--- config.mk ---
export PLATFORM = sky130hd
export DESIGN_NAME = topic_wildcard_rewriter
export DESIGN_NICKNAME = d
export VERILOG_FILES = /design/src/rtl/core/twr_pkg.sv /design/src/rtl/core/twr_step.sv /design/src/rtl/core/twr_res_fifo.sv /design/src/rtl/core/topic_wildcard_rewriter.sv
export SDC_FILE = /design/constraint.sdc
export NUM_CORES = 1
export LEC_CHECK = 0
export ABC_AREA = 1
export BUFFER_PORTS_ARGS = -buffer_cell sky130_fd_sc_hd__buf_4
export CAP_MARGIN = 0
export CORE_MARGIN = 3
export CORE_UTILIZATION = 40
export CTS_CLUSTER_SIZE = 25
export DETAILED_ROUTE_END_ITERATION = 10
export PLACE_DENSITY = 0.6
export SYNTH_ARGS = -nofsm -noshare
export SYNTH_HDL_FRONTEND = slang
export SYNTH_SLANG_ARGS = --single-unit
--- constraint.sdc ---
create_clock -name clk_i -period 12.7 [get_ports clk_i]
set_input_delay 1.905 -clock clk_i [delete_from_list [all_inputs] [get_ports clk_i]]
set_output_delay 1.905 -clock clk_i [all_outputs]
set_load 0.01 [all_outputs]
--- src/rtl/core/twr_pkg.sv ---
// Shared types and constants of the topic wildcard rewriter.
package twr_pkg;

  // Default pattern depth looked at by the plus bitmap
  localparam int MaxLevels = 64;

  // Most results one byte can cause, and depth of the result queue
  localparam int MaxRes    = 3;
  localparam int FifoDepth = 4;
  localparam int PtrW      = $clog2(FifoDepth);
  localparam int CntW      = $clog2(FifoDepth + 1);

  // Configuration register indexes
  localparam logic [1:0] CfgPlusMask = 2'd0;
  localparam logic [1:0] CfgHashLvl  = 2'd1;
  localparam logic [1:0] CfgPatLvls  = 2'd2;

  // Rewrite modes
  localparam logic [2:0] ModeStart   = 3'd0;
  localparam logic [2:0] ModeCopy    = 3'd1;
  localparam logic [2:0] ModeReplace = 3'd2;
  localparam logic [2:0] ModeDone    = 3'd3;
  localparam logic [2:0] ModeNoWild  = 3'd4;

  // Verdict codes
  localparam logic [1:0] VerPending    = 2'd0;
  localparam logic [1:0] VerApplies    = 2'd1;
  localparam logic [1:0] VerNotApplies = 2'd2;
  localparam logic [1:0] VerNoWild     = 2'd3;

  // Characters
  localparam logic [7:0] ChSlash = 8'h2F;
  localparam logic [7:0] ChHash  = 8'h23;
  localparam logic [7:0] ChPlus  = 8'h2B;

  typedef struct packed {
    logic [63:0] plus_mask;
    logic [6:0]  hash_level;
    logic [6:0]  pattern_levels;
  } cfg_t;

  typedef struct packed {
    logic [2:0] mode;
    logic [6:0] level_count;
    logic       void_flag;
  } rw_state_t;

  typedef struct packed {
    logic [7:0] out_byte;
    logic       byte_valid;
    logic       end_of_output;
    logic [1:0] verdict;
  } res_t;

  typedef struct packed {
    logic [1:0]        num;
    res_t [MaxRes-1:0] res;
  } step_res_t;

  typedef struct packed {
    logic [CntW-1:0] count;
    logic            room;
  } fifo_stat_t;

endpackage

--- src/rtl/core/twr_step.sv ---
// Per-byte rewrite logic: next state and up to three results.
module twr_step #(
  parameter int MaxLvls = twr_pkg::MaxLevels
) (
  input  twr_pkg::cfg_t      cfg_i,
  input  twr_pkg::rw_state_t state_i,
  input  logic [7:0]         topic_byte_i,
  input  logic               final_byte_i,
  output twr_pkg::rw_state_t state_o,
  output twr_pkg::step_res_t step_o
);
  import twr_pkg::*;

  // Plus bits that lie within the looked-at levels
  localparam logic [63:0] LvlMsk = (MaxLvls >= 64) ? {64{1'b1}} :
                                   ((64'd1 << MaxLvls) - 64'd1);

  function automatic logic lvl_plus(logic [63:0] m, logic [6:0] l);
    logic [6:0] idx;
    idx = l - 7'd1;
    return (l != 7'd0) && (l <= 7'(MaxLvls)) && m[idx[5:0]];
  endfunction

  function automatic logic lvl_hash(cfg_t c, logic [6:0] l);
    return (c.hash_level != 7'd0) && (l == c.hash_level);
  endfunction

  function automatic logic plus_above(logic [63:0] m, logic [6:0] l);
    return |(m & LvlMsk & ({64{1'b1}} << l));
  endfunction

  function automatic rw_state_t open_level(cfg_t c, rw_state_t s);
    rw_state_t r;
    r = s;
    if (s.level_count >= c.pattern_levels) begin
      r.mode      = ModeDone;
      r.void_flag = 1'b1;
    end else begin
      r.level_count = s.level_count + 7'd1;
      r.mode = (lvl_plus(c.plus_mask, r.level_count) || lvl_hash(c, r.level_count)) ?
               ModeReplace : ModeCopy;
    end
    return r;
  endfunction

  function automatic res_t mk_res(logic [7:0] b, logic v, logic e, logic [1:0] ver);
    res_t r;
    r.out_byte      = b;
    r.byte_valid    = v;
    r.end_of_output = e;
    r.verdict       = ver;
    return r;
  endfunction

  rw_state_t  st;
  step_res_t  so;
  logic [1:0] k;
  logic       any_wild;

  assign any_wild = (|(cfg_i.plus_mask & LvlMsk)) || (cfg_i.hash_level != 7'd0);

  always_comb begin
    st = state_i;
    so = '0;
    k  = 2'd0;

    // first byte of a topic: judge the pattern
    if (st.mode == ModeStart) begin
      st.level_count = 7'd1;
      st.void_flag   = 1'b0;
      if (!any_wild) begin
        st.mode = ModeNoWild;
      end else begin
        st.mode = (lvl_plus(cfg_i.plus_mask, 7'd1) || lvl_hash(cfg_i, 7'd1)) ?
                  ModeReplace : ModeCopy;
      end
    end

    // byte handling
    case (st.mode)
      ModeCopy: begin
        so.res[k] = mk_res(topic_byte_i, 1'b1, 1'b0, VerPending);
        k = k + 2'd1;
        if (topic_byte_i == ChSlash) st = open_level(cfg_i, st);
      end
      ModeReplace: begin
        if (topic_byte_i == ChSlash) begin
          if (lvl_hash(cfg_i, st.level_count)) begin
            so.res[k] = mk_res(ChHash, 1'b1, 1'b0, VerPending);
            k = k + 2'd1;
            st.mode      = ModeDone;
            st.void_flag = 1'b0;
          end else begin
            so.res[k] = mk_res(ChPlus, 1'b1, 1'b0, VerPending);
            k = k + 2'd1;
            so.res[k] = mk_res(ChSlash, 1'b1, 1'b0, VerPending);
            k = k + 2'd1;
            st = open_level(cfg_i, st);
          end
        end
      end
      default: ;
    endcase

    // last byte: closing word with the verdict
    if (final_byte_i) begin
      case (st.mode)
        ModeDone: begin
          so.res[k] = mk_res(8'd0, 1'b0, 1'b1,
                             st.void_flag ? VerNotApplies : VerApplies);
        end
        ModeNoWild: begin
          so.res[k] = mk_res(8'd0, 1'b0, 1'b1, VerNoWild);
        end
        ModeCopy: begin
          so.res[k] = mk_res(8'd0, 1'b0, 1'b1,
                             (st.level_count < cfg_i.pattern_levels) ?
                             VerNotApplies : VerApplies);
        end
        default: begin
          if (lvl_hash(cfg_i, st.level_count)) begin
            so.res[k] = mk_res(ChHash, 1'b1, 1'b1, VerApplies);
          end else if (plus_above(cfg_i.plus_mask, st.level_count) ||
                       (st.level_count < cfg_i.pattern_levels)) begin
            so.res[k] = mk_res(8'd0, 1'b0, 1'b1, VerNotApplies);
          end else begin
            so.res[k] = mk_res(ChPlus, 1'b1, 1'b1, VerApplies);
          end
        end
      endcase
      k = k + 2'd1;
      st.mode        = ModeStart;
      st.level_count = 7'd1;
      st.void_flag   = 1'b0;
    end

    so.num = k;
  end

  assign state_o = st;
  assign step_o  = so;

endmodule

--- src/rtl/core/twr_res_fifo.sv ---
// Result queue: takes up to three words a cycle, hands out one when the reader is ready.
module twr_res_fifo (
  input  logic                  clk_i,
  input  logic                  rst_ni,
  input  logic                  push_i,
  input  twr_pkg::step_res_t    push_data_i,
  input  logic                  pop_ready_i,
  output logic                  pop_valid_o,
  output twr_pkg::res_t         pop_data_o,
  output twr_pkg::fifo_stat_t   stat_o
);
  import twr_pkg::*;

  res_t            ent_q [FifoDepth];
  logic [PtrW-1:0] wr_ptr_q, wr_ptr_d;
  logic [PtrW-1:0] rd_ptr_q, rd_ptr_d;
  logic [CntW-1:0] cnt_q, cnt_d;
  logic [CntW-1:0] push_n;
  logic            pop;

  assign push_n      = push_i ? CntW'(push_data_i.num) : '0;
  assign pop_valid_o = (cnt_q != '0);
  assign pop         = pop_valid_o && pop_ready_i;
  assign pop_data_o  = ent_q[rd_ptr_q];

  // pointer and fill bookkeeping
  always_comb begin
    wr_ptr_d = wr_ptr_q + PtrW'(push_n);
    rd_ptr_d = rd_ptr_q + PtrW'(pop);
    cnt_d    = cnt_q + push_n - CntW'(pop);
  end

  always_ff @(posedge clk_i or negedge rst_ni) begin
    if (!rst_ni) begin
      wr_ptr_q <= '0;
      rd_ptr_q <= '0;
      cnt_q    <= '0;
    end else begin
      wr_ptr_q <= wr_ptr_d;
      rd_ptr_q <= rd_ptr_d;
      cnt_q    <= cnt_d;
    end
  end

  // entry writes, consecutive slots from the write pointer
  always_ff @(posedge clk_i) begin
    for (int i = 0; i < MaxRes; i++) begin
      if (i < int'(push_n)) begin
        ent_q[wr_ptr_q + PtrW'(i)] <= push_data_i.res[i];
      end
    end
  end

  assign stat_o.count = cnt_q;
  assign stat_o.room  = (cnt_q <= CntW'(FifoDepth - MaxRes));

endmodule

--- src/rtl/core/topic_wildcard_rewriter.sv ---
// Top level: config registers, input register, rewrite state and result queue.
// A byte's result words pass through the input register and then the result queue.
// Throughput: one byte per cycle while each byte yields one word and the output
// takes one; a closed plus level yields two words and a final byte adds a closing
// word, drained one word per cycle while the output is ready, through a four-word
// result queue, which holds off input when under three free.
// Reset: asynchronous; clears config registers, rewrite state and the queue.
module topic_wildcard_rewriter #(
  parameter int MaxLvls = twr_pkg::MaxLevels
) (
  input  logic        clk_i,
  input  logic        rst_ni,
  // input stream
  input  logic        s_axis_tvalid,
  output logic        s_axis_tready,
  input  logic [7:0]  s_axis_tdata,   // [7:0] topic_byte
  input  logic        s_axis_tlast,   // final_byte
  // output stream
  output logic        m_axis_tvalid,
  input  logic        m_axis_tready,
  output logic [7:0]  m_axis_tdata,   // [7:0] out_byte
  output logic [2:0]  m_axis_tuser,   // [0] byte_valid, [2:1] verdict
  output logic        m_axis_tlast,   // end_of_output
  // config write port
  input  logic        cfg_we_i,
  input  logic [1:0]  cfg_addr_i,
  input  logic [63:0] cfg_data_i
);
  import twr_pkg::*;

  cfg_t       cfg_q;
  rw_state_t  st_q, st_d;
  logic       in_valid_q;
  logic [7:0] in_byte_q;
  logic       in_final_q;
  logic       advance;
  step_res_t  step_res;
  fifo_stat_t fstat;
  res_t       head;

  // config registers
  always_ff @(posedge clk_i or negedge rst_ni) begin
    if (!rst_ni) begin
      cfg_q <= '0;
    end else if (cfg_we_i) begin
      case (cfg_addr_i)
        CfgPlusMask: cfg_q.plus_mask      <= cfg_data_i;
        CfgHashLvl:  cfg_q.hash_level     <= cfg_data_i[6:0];
        CfgPatLvls:  cfg_q.pattern_levels <= cfg_data_i[6:0];
        default: ;
      endcase
    end
  end

  // input register
  assign advance       = in_valid_q && fstat.room;
  assign s_axis_tready = !in_valid_q || advance;

  always_ff @(posedge clk_i or negedge rst_ni) begin
    if (!rst_ni) begin
      in_valid_q <= 1'b0;
    end else if (s_axis_tready) begin
      in_valid_q <= s_axis_tvalid;
    end
  end

  always_ff @(posedge clk_i) begin
    if (s_axis_tvalid && s_axis_tready) begin
      in_byte_q  <= s_axis_tdata;
      in_final_q <= s_axis_tlast;
    end
  end

  // rewrite logic
  twr_step #(
    .MaxLvls (MaxLvls)
  ) u_step (
    .cfg_i        (cfg_q),
    .state_i      (st_q),
    .topic_byte_i (in_byte_q),
    .final_byte_i (in_final_q),
    .state_o      (st_d),
    .step_o       (step_res)
  );

  always_ff @(posedge clk_i or negedge rst_ni) begin
    if (!rst_ni) begin
      st_q.mode        <= ModeStart;
      st_q.level_count <= 7'd1;
      st_q.void_flag   <= 1'b0;
    end else if (advance) begin
      st_q <= st_d;
    end
  end

  // result queue
  twr_res_fifo u_fifo (
    .clk_i       (clk_i),
    .rst_ni      (rst_ni),
    .push_i      (advance),
    .push_data_i (step_res),
    .pop_ready_i (m_axis_tready),
    .pop_valid_o (m_axis_tvalid),
    .pop_data_o  (head),
    .stat_o      (fstat)
  );

  assign m_axis_tdata = head.out_byte;
  assign m_axis_tuser = {head.verdict, head.byte_valid};
  assign m_axis_tlast = head.end_of_output;

  // checks
  a_fifo_bound: assert property (@(posedge clk_i) disable iff (!rst_ni)
    fstat.count <= CntW'(FifoDepth))
    else $error("result queue overfilled");

  a_final_restart: assert property (@(posedge clk_i) disable iff (!rst_ni)
    advance && in_final_q |=> st_q.mode == ModeStart && st_q.level_count == 7'd1)
    else $error("state not back at topic start after final byte");

  a_level_nonzero: assert property (@(posedge clk_i) disable iff (!rst_ni)
    st_q.level_count != 7'd0)
    else $error("level count reached zero");

  a_final_word: assert property (@(posedge clk_i) disable iff (!rst_ni)
    advance && in_final_q |-> step_res.num != 2'd0 &&
      step_res.res[step_res.num - 2'd1].end_of_output)
    else $error("final byte without closing word");

endmodule

==> reports/results.txt <==
R2R cell count -> 28
CTS buffer count -> 17
Critical Path AT -> 6.07 ns
Status -> completed
WL final -> 30600 um
Worst hold path type -> register to register
Final slew viol count -> 0
Slowest CP cell -> dfstp_2
TNS Setup -> 0 ns
Max_cap viols -> 0
Unrepaired setup endpoints after global routing -> false
Post-DRT Antenna Nets -> 0
Synthesis Warnings -> 0
GRT Residual Overflow -> 0
Ys async rst share -> 63.0%
Global Route met1 Usage -> 32.2%
#FFs+latches synth -> 154
Sequential element share of the synthesized area -> 42.7%
Leakage -> 5.29 nW
CTS tree -> built
CORE AREA -> 0.0237 mm^2
Setup Skew -> 0.0169 ns
Met3 usage -> 4.51%
DR pass1 iterations -> 6
CP max FO -> 35
H-tree levels -> 4
CTS root buf -> clkbuf_16
Post-layout min period -> 5.90 ns
Vias in the first global route -> 9057
Crit Path Class -> register to register
CTS Hold Bufs -> 0
Via count -> 9296
Mapped Cells -> 1292
Pin count of the biggest net entering global routing -> 97
Max clock buf depth -> 2
Area of the die -> 0.0262 mm^2
Global-route wire length before repair -> 49200 um
ANT cells -> 0
Initial antenna violation count -> 0
Crit Reg-Reg Endpoint -> u_fifo.ent_q[3][9]
CP top delay family -> simple AND/OR/NAND/NOR gates
Ys flop type -> dfrtp_1
CP dominant cell by count -> nand2_1
CP peak stage delay -> 0.60 ns
Chip height -> 162 um
Most used routing layer -> met2
Vias per cell -> 5.45
Fraction of layout instances using a drive strength above 1 -> 15.4%
Met2 usage -> 38.5%
Slew Limit Headroom -> 35.3%
DPL Wire Length -> 22800 um
Overall power -> 0.00203 W
Nets -> 1474
Synthesis-to-finish area growth -> 16.7%
CP required -> 12.88 ns
Total GRT Usage -> 23.8%
FP Rows -> 56
CTS Sinks -> 154
Critical hold path startpoint -> u_fifo.cnt_q[2]
Number of synthesized flops with an enable pin -> 57
Fin. Hold Viols -> 0
IO buf count -> 93
Post-CTS Setup Bufs -> 0
Critical path origin -> st_q[1]
Die Wd -> 162 um
Power Density -> 179 mW/mm^2
Fmax -> 170 MHz
Hold depth -> 1
Setup crit end -> u_fifo.ent_q[3][9]
Drt first-iter violations -> 1095
Initial core utilization -> 40.9%
FF-to-FF setup slack -> 6.80 ns
Crit path buf inv count -> 3
WP depth -> 28
Crit end category -> register
Post-route DRC -> 0
Skew-Pair Late Insertion Delay -> 0.44 ns
Post-Syn Area -> 0.00970 mm^2
Worst reg2reg startpoint -> st_q[1]
Netlist cell types -> 47
Number of I/O pins -> 94
Final setup violation count -> 0
Routability-driven placement congestion ratio -> 0.989
Cts repair resizes -> 0
Peak supply drop -> 0.101 mV
Synth Net Count -> 1391
Syn_area_per_cell -> 7.51 um^2
Final Cycle Share -> 46.4%
Setup crit start kind -> register
Clk slew on worst S/H paths -> 0.08 ns
Routed len/inst -> 17.9 um
Worst-Margin Slew -> 0.970 ns
-- final cells by class --
cell class | count | area (um^2)
multi-input combinational | 959 | 4870
clock buffer | 18 | 429
timing repair buffer | 102 | 766
inverter | 141 | 529
clock inverter | 14 | 179
fill | 2398 | 12400
tap | 319 | 399
sequential | 154 | 4140
-- how the worst min path moves through the flow --
stage                       to  slack, ns
2_1_floorplan  u_fifo.cnt_q[2]       0.44
3_3_place_gp          cfg_q[3]       0.47
3_5_place_dp   u_fifo.cnt_q[2]       0.46
4_1_cts        u_fifo.cnt_q[2]       0.47
5_1_grt        u_fifo.cnt_q[2]       0.51
6_report       u_fifo.cnt_q[2]       0.47
-- kinds of logic (layout without fill, tap and decap cells) --
family                   after synthesis  after routing  share of synthesized area, %
multiplexers                          32             32                          3.72
flip-flops                           154            154                          42.7
XOR/XNOR                              23             23                          2.15
buffers and inverters                179            275                          7.21
AND/OR/NAND/NOR                      640            640                          27.7
AO/OA/AOI/OAI                        245            245                          14.0
adder cells (fa/ha/maj)               19             19                          2.53
-- power breakdown --
group	leakage, nW	switching, W	internal, W
Combinational	3.32	0.000478	0.000266
Sequential	1.68	0.0000856	0.000660
Clock	0.290	0.000240	0.000299
Total	5.29	0.000804	0.00122
-- Yosys cell counts (4+ instances only) --
cell type	number	area share, %
a21oi_1	62	3.2
a21oi_2	4	0.36
buf_1	5	0.19
buf_2	7	0.36
clkbuf_1	22	0.85
dfrtp_1	96	25
edfxtp_1	57	18
ha_1	18	2.3
inv_1	126	4.9
inv_2	12	0.46
mux2_2	32	3.7
nand2_1	299	12
nand2_2	17	1.1
nand3_1	106	5.5
nand4_1	7	0.45
nor2_1	187	7.2
nor2_2	5	0.32
nor3_1	5	0.26
nor4_1	4	0.26
o211ai_1	22	1.7
o21ai_0	112	5.8
o21ai_1	10	0.52
o22ai_1	22	1.4
xor2_1	19	1.7
-- placed cells by master (no fill, tap or decap), drive strengths merged, types with 4 or more instances in the layout --
| master | n |
|---|---|
| nand2 | 317 |
| nor2 | 194 |
| inv | 145 |
| o21ai | 124 |
| nand3 | 109 |
| buf | 102 |
| dfrtp | 96 |
| a21oi | 66 |
| edfxtp | 57 |
| mux2 | 32 |
| o211ai | 22 |
| o22ai | 22 |
| xor2 | 20 |
| ha | 18 |
| clkbuf | 18 |
| nand4 | 7 |
| nor3 | 5 |
| clkinv | 5 |
| nor4 | 4 |
-- state kept, by name (all words and copies together) (netlist names) --
| signal | count |
|---|---|
| u_fifo.ent_q | 48 |
| u_fifo.rd_ptr_q | 2 |
| cfg_q | 78 |
| u_fifo.wr_ptr_q | 2 |
| st_q | 11 |
| in_valid_q | 1 |
| u_fifo.cnt_q | 3 |
| in_byte_q | 8 |
| in_final_q | 1 |
-- through the flow --
| step | cells | setup slack, ns | instance area [um^2] | util, % | hold slack [ns] |
|---|---|---|---|---|---|
| 6_report | 1707 | 6.80 | 11300 | 47.8 | 0.468 |
| 5_1_grt | 1707 | 6.34 | 11300 | 47.8 | 0.505 |
| 4_1_cts | 1707 | 6.93 | 11300 | 47.8 | 0.474 |
| 3_5_place_dp | 1675 | 6.96 | 10700 | 45.2 | 0.460 |
| 3_3_place_gp | 1675 | 7.03 | 10700 | 45.2 | 0.467 |
| 2_1_floorplan | 1292 | 8.31 | 9700 | - | 0.443 |
-- per-layer routing --
metal / wire [um] / share of wire (%)
met5: 0 / 0
met4: 789 / 2.6
met3: 2360 / 7.7
met2: 14400 / 47
met1: 13100 / 43
Power figures use the tool's default switching activity.
